**config.mk**
```make
export PLATFORM = sky130hd
export DESIGN_NAME = lcg_front
export DESIGN_NICKNAME = d
export VERILOG_FILES = /design/src/design/lcg_pkg.sv /design/src/design/lcg_front.sv
export SDC_FILE = /design/constraint.sdc
export NUM_CORES = 1
export LEC_CHECK = 0
export ABC_CLOCK_PERIOD_IN_PS = 2900
export BUFFER_PORTS_ARGS = -buffer_cell sky130_fd_sc_hd__buf_2
export CAP_MARGIN = 30
export CORE_MARGIN = 2
export CORE_UTILIZATION = 45
export DETAILED_ROUTE_END_ITERATION = 8
export PLACE_DENSITY_LB_ADDON = 0.05
export SLEW_MARGIN = 10
export SYNTH_ARGS = -nofsm -noshare
export SYNTH_HDL_FRONTEND = slang
export SYNTH_SLANG_ARGS = --single-unit
```
**constraint.sdc**
```tcl
create_clock -name clk -period 2.9 [get_ports clk]
set_clock_uncertainty 0.1 [all_clocks]
set_input_delay 0.58 -clock clk [delete_from_list [all_inputs] [get_ports clk]]
set_output_delay 0.58 -clock clk [all_outputs]
set_load 0.05 [all_outputs]
```
**src/design/lcg_pkg.sv**
```systemverilog
// Package for the label class grouper: sizes, action and status codes,
// and the command record passed from the front end to the back end.
// No dependencies.
package lcg_pkg;

    localparam int MAX_SAMPLES = 1024;
    localparam int MAX_CLASSES = 16;
    localparam int SAMPLE_AW   = $clog2(MAX_SAMPLES);
    localparam int CLASS_AW    = $clog2(MAX_CLASSES);
    localparam int COUNT_W     = SAMPLE_AW + 1;
    localparam int CNUM_W      = CLASS_AW + 1;
    localparam int LABEL_W     = 32;
    localparam int ACTION_W    = 3;
    localparam int POS_W       = 10;
    localparam int QUEUE_DEPTH = 2;

    localparam logic [ACTION_W-1:0] ACT_APPEND = 3'd0;
    localparam logic [ACTION_W-1:0] ACT_FINISH = 3'd1;
    localparam logic [ACTION_W-1:0] ACT_RCLASS = 3'd2;
    localparam logic [ACTION_W-1:0] ACT_RPERM  = 3'd3;
    localparam logic [ACTION_W-1:0] ACT_CLEAR  = 3'd4;

    localparam logic [1:0] ST_OK    = 2'd0;
    localparam logic [1:0] ST_FULL  = 2'd1;
    localparam logic [1:0] ST_MANY  = 2'd2;
    localparam logic [1:0] ST_BAD   = 2'd3;

    localparam logic [LABEL_W-1:0] LABEL_NEG1 = 32'hFFFF_FFFF;
    localparam logic [LABEL_W-1:0] LABEL_POS1 = 32'h0000_0001;

    typedef struct packed {
        logic [ACTION_W-1:0] action;
        logic [LABEL_W-1:0]  label_value;
        logic [POS_W-1:0]    position;
    } cmd_t;

endpackage

```
**src/design/lcg_front.sv**
```systemverilog
// Front end: accepts items into a short command queue.
// Depends on lcg_pkg.
module lcg_front (
    input  logic          clk,
    input  logic          rst_n,
    input  logic          in_valid,
    output logic          in_stall,
    input  lcg_pkg::cmd_t in_cmd,
    output logic          q_valid,
    output lcg_pkg::cmd_t q_cmd,
    input  logic          q_take
);
    lcg_pkg::cmd_t slot_reg [lcg_pkg::QUEUE_DEPTH];
    logic          rd_ptr_reg, wr_ptr_reg;
    logic [1:0]    fill_reg, fill_next;
    logic          push;

    assign in_stall = (fill_reg == 2'(lcg_pkg::QUEUE_DEPTH));
    assign push     = in_valid && !in_stall;
    assign q_valid  = (fill_reg != 2'd0);
    assign q_cmd    = slot_reg[rd_ptr_reg];

    always_comb
    begin
        fill_next = fill_reg + 2'(push) - 2'(q_take);
    end

    always_ff @(posedge clk or negedge rst_n)
    begin
        if (!rst_n)
        begin
            rd_ptr_reg <= 1'b0;
            wr_ptr_reg <= 1'b0;
            fill_reg   <= 2'd0;
        end
        else
        begin
            if (push)
            begin
                wr_ptr_reg <= !wr_ptr_reg;
            end
            if (q_take)
            begin
                rd_ptr_reg <= !rd_ptr_reg;
            end
            fill_reg <= fill_next;
        end
    end

    always_ff @(posedge clk)
    begin
        if (push)
        begin
            slot_reg[wr_ptr_reg] <= in_cmd;
        end
    end

    assert property (@(posedge clk) disable iff (!rst_n) q_take |-> q_valid)
        else $error("take from empty queue");
    assert property (@(posedge clk) disable iff (!rst_n) fill_reg <= 2'd2)
        else $error("queue overfill");
    assert property (@(posedge clk) disable iff (!rst_n)
        (fill_reg == 2'd0) |-> (rd_ptr_reg == wr_ptr_reg))
        else $error("pointer mismatch on empty");
endmodule

```
## Word level (Yosys, flattened, before mapping)

Memory sizes are Yosys's and may differ from the RTL's.
Index checks and enable logic that the tools add are counted.

- Bits in registers: 4
- Bits in writable memories: 90
- Input bits: 49
- Output and inout port bits: 47
- Word-level logic and storage cells: 14
- Memories: 1

Memory list:

| memory | depth | bits a word | rd ports | clocked after Yosys merged registers in | wr ports | line | RTL |
|---|---|---|---|---|---|---|---|
| slot_reg | 2 | 45 | 1 | 0 | 1 | lcg_front.sv:13 | `lcg_pkg::cmd_t slot_reg [lcg_pkg::QUEUE_DEPTH];` |

- Add/sub/neg operators: 2
- Eq/ne operators: 1
- Muxes and demuxes: 2
- Reduce and logical (&&, ||, !) cells: 5

Operators by type and width:

| kind | count |
|---|---|
| $logic_not 1->1 | 3 |
| $add 2x1->2 | 1 |
| $eq 2x2->1 const B | 1 |
| $mux 1 | 2 |
| $reduce_bool 2->1 | 1 |
| $sub 2x1->2 | 1 |
| $logic_and 1x1->1 | 1 |

## Depth between registers and ports, before layout

- Word-level depth: 5
- Mapped depth: 7
- Gate-level depth less buffers: 7

## Worst setup path after synthesis

No wires, ideal clock.

- Path kind: input to register
- From: in in_valid
- To: mem slot_reg[0][0] (netlist bit), enable pin
- Library setup time: 0.447 ns
- Data arrival time: 2.565 ns
- Required time: 2.353 ns
- Slack: -0.212 ns
- Stages on the path: 2
- Path buffers: 0
- Cell sequence: nand2_1 -> nor2_1

- Longest elaborated chain between the ends: 3

Ends and longest elaborated chain:

| what | line | RTL |
|---|---|---|
| start: declaration | lcg_front.sv:6 | `input logic in_valid,` |
| $logic_and 1x1->1 | lcg_front.sv:19 | `assign push = in_valid && !in_stall;` |
| $mux 1 | lcg_front.sv:52 | `if (push)` |
| $mux 1 (implied by the code) | lcg_front.sv:54 | `slot_reg[wr_ptr_reg] <= in_cmd;` |
| end: declaration | lcg_front.sv:13 |  |

No other way between the ends.

==> out/metrics.cfg <==
[place]
placed_cell_area_mm2 = 0.00421
port_buffers = 95
dp_hpwl_um = 3630
place_ws_ps = 864
gp_congestion = 0.642

[global_route]
antenna_found_initial = 0
grt_max_degree = 27
grt.overflow.total = 0
grt_pass1_vias = 1802
grt_use_total = 0.133
grt_pass1_wl_um = 8540

[hold_path]
hold_path_startpoint = in_cmd[41]
hold_class = input pin to register
hold_path_depth = 1
holdPathEnd = slot_reg[1][41]

[detailed_routing]
wl_per_cell_um = 14.8
vias_per_cell = 4.64
drt_iter0_drc = 46
num_vias = 1723
postRouteAntennaNets = 0
drc = 0
wirelength_um = 5500
dr.pass1.iters = 4

[floorplan]
die_h_um = 94.0
core_area_mm2 = 0.00777
die_w_um = 94.0
die_area_mm2 = 0.00883
rows = 32
boundaryPins = 96
start_util = 0.469

[clock_network]
cts_root_buf = clkbuf_8
clkLatencyLatePin_ps = 340
cts_buffers = 9
holdBufCountCts = 1
cts_resized = 0
clock_path_buffers = 2
cts_setup_buffers = 0
h-tree-depth = 3
clkSinkCount = 94
cts_tree = built
cts.clk_slew.worst_paths_ps = 90

[layout]
n_antenna_cell = 0
drive_gt1_frac = 0.610
post-route-util = 0.570
fin_area_mm2 = 0.00443
area_growth_pct = 21.6
final_nets = 316
largest_register_ff_count = 90
final-seq-area_mm2 = 0.00280
fill_cells = 643
multi_input_area_um2 = 748

[timing]
slew_headroom = 0.707
min_period_over_period = 0.824
final_max_slew_viol_count = 0
finalSetupTns_ps = 0
period_needed_ps = 2390
finalSetupViolCount = 0
rsz0062_at_grt = no
clock.fmax_mhz = 418
fin_ws_ps = 509
hold_viol_final = 0
worstMarginPinSlew_ps = 439

[setup_path]
startpoint_type = register
cp_max_fo = 24
r2r_cells = 7
reg2reg_to = fill_reg[1]
critPathCaptureType = output port
arrival_ps = 1710
r2r-start = fill_reg[1]
required_ps = 2220
reg2reg_slack_ps = 1210
critical_path_class = register to output port

[pwr]
p_leak_uw = 0.00179
vdd_drop_max_uv = 543
power_density_mw_per_mm2 = 1180
fin_total_pwr_uw = 5210

[logic_synthesis]
synth_cell_type_count = 15
synth_nets = 208
avgSynthCellArea_um2 = 23.2
synth_seq_cells = 94
synthCells = 157
ys_warn_count = 0
ys_seq_area_frac = 0.770
syn_area_mm2 = 0.00364

[flow_run]
cap_violations = 0

[outcome]
status = finished clean

## critical path: stages, from the launching register on
cell and delay, ps:
dfrtp_2 370, buf_4 390, mux2_2 390, buf_2 210
## kinds of logic after synthesis
family | synth area share
buf+inv | 0.0271
mux | 0.179
flops | 0.770
simple gates | 0.00722
xor+xnor | 0.00962
fa+ha+maj | 0.00687
## worst max path at each step
stage / startpoint / endpoint / slack, ps / depth (start not counted)
after floorplan: in_valid / slot_reg[0][0] / 530 / 2
after global placement: rd_ptr_reg / q_cmd[1] / 880 / 3
final: rd_ptr_reg / q_cmd[1] / 510 / 3
after global routing: rd_ptr_reg / q_cmd[1] / 440 / 3
after CTS: rd_ptr_reg / q_cmd[1] / 470 / 3
after detailed placement: rd_ptr_reg / q_cmd[1] / 860 / 3
## report_power, final
part,switching [uW],internal (uW)
Combinational,1620,754
Clock,420,479
Sequential,81.5,1860
## Yosys cell counts
cell	n	area share
xor2_1	1	0.0024
buf_6	1	0.0031
inv_1	2	0.0021
dfrtp_1	4	0.027
nand2_1	1	0.0010
xnor2_1	3	0.0072
nor2_1	1	0.0010
buf_12	4	0.022
and3_1	1	0.0017
or2_2	1	0.0017
edfxtp_1	90	0.74
mux2_2	6	0.019
mux2_4	39	0.16
nand2b_1	1	0.0017
ha_1	2	0.0069
## through the flow
stage | hold slack (ps) | std cells
floorplan | 184 | 157
global placement | 295 | 355
detailed placement | 300 | 355
CTS | 294 | 371
global route | 298 | 371
finish | 318 | 371
## cell type report
type	count	area share
Sequential cell	94	0.633
Multi-Input combinational cell	56	0.169
Timing Repair Buffer	102	0.120
Tap cell	102	0.0288
Clock buffer	9	0.0280
Clock inverter	6	0.0198
Inverter	2	0.00169
## cells in the final DEF, fill, tap and decap left out
cell type | Yosys | layout
edfxtp_1 | 90 | 90
nand2_1 | 1 | 1
or2_2 | 1 | 1
clkinv_4 | 0 | 1
clkinvlp_4 | 0 | 2
bufinv_16 | 0 | 2
and3_2 | 0 | 1
mux2_2 | 6 | 6
dfrtp_2 | 0 | 1
inv_1 | 2 | 2
buf_4 | 0 | 6
nand2b_1 | 1 | 1
mux2_4 | 39 | 39
nor2_4 | 0 | 1
xnor2_1 | 3 | 3
dfrtp_1 | 4 | 3
clkbuf_8 | 0 | 9
buf_2 | 0 | 95
xor2_1 | 1 | 1
ha_1 | 2 | 2
clkinv_1 | 0 | 1
dlygate4sd3_1 | 0 | 1
## metal layers
metal	global-route usage	wire, um
met3	0.0329	330
met4	0.0725	108
met5	0	0
met2	0.221	2740
met1	0.159	2320
(Power assumes the default switching activity.)
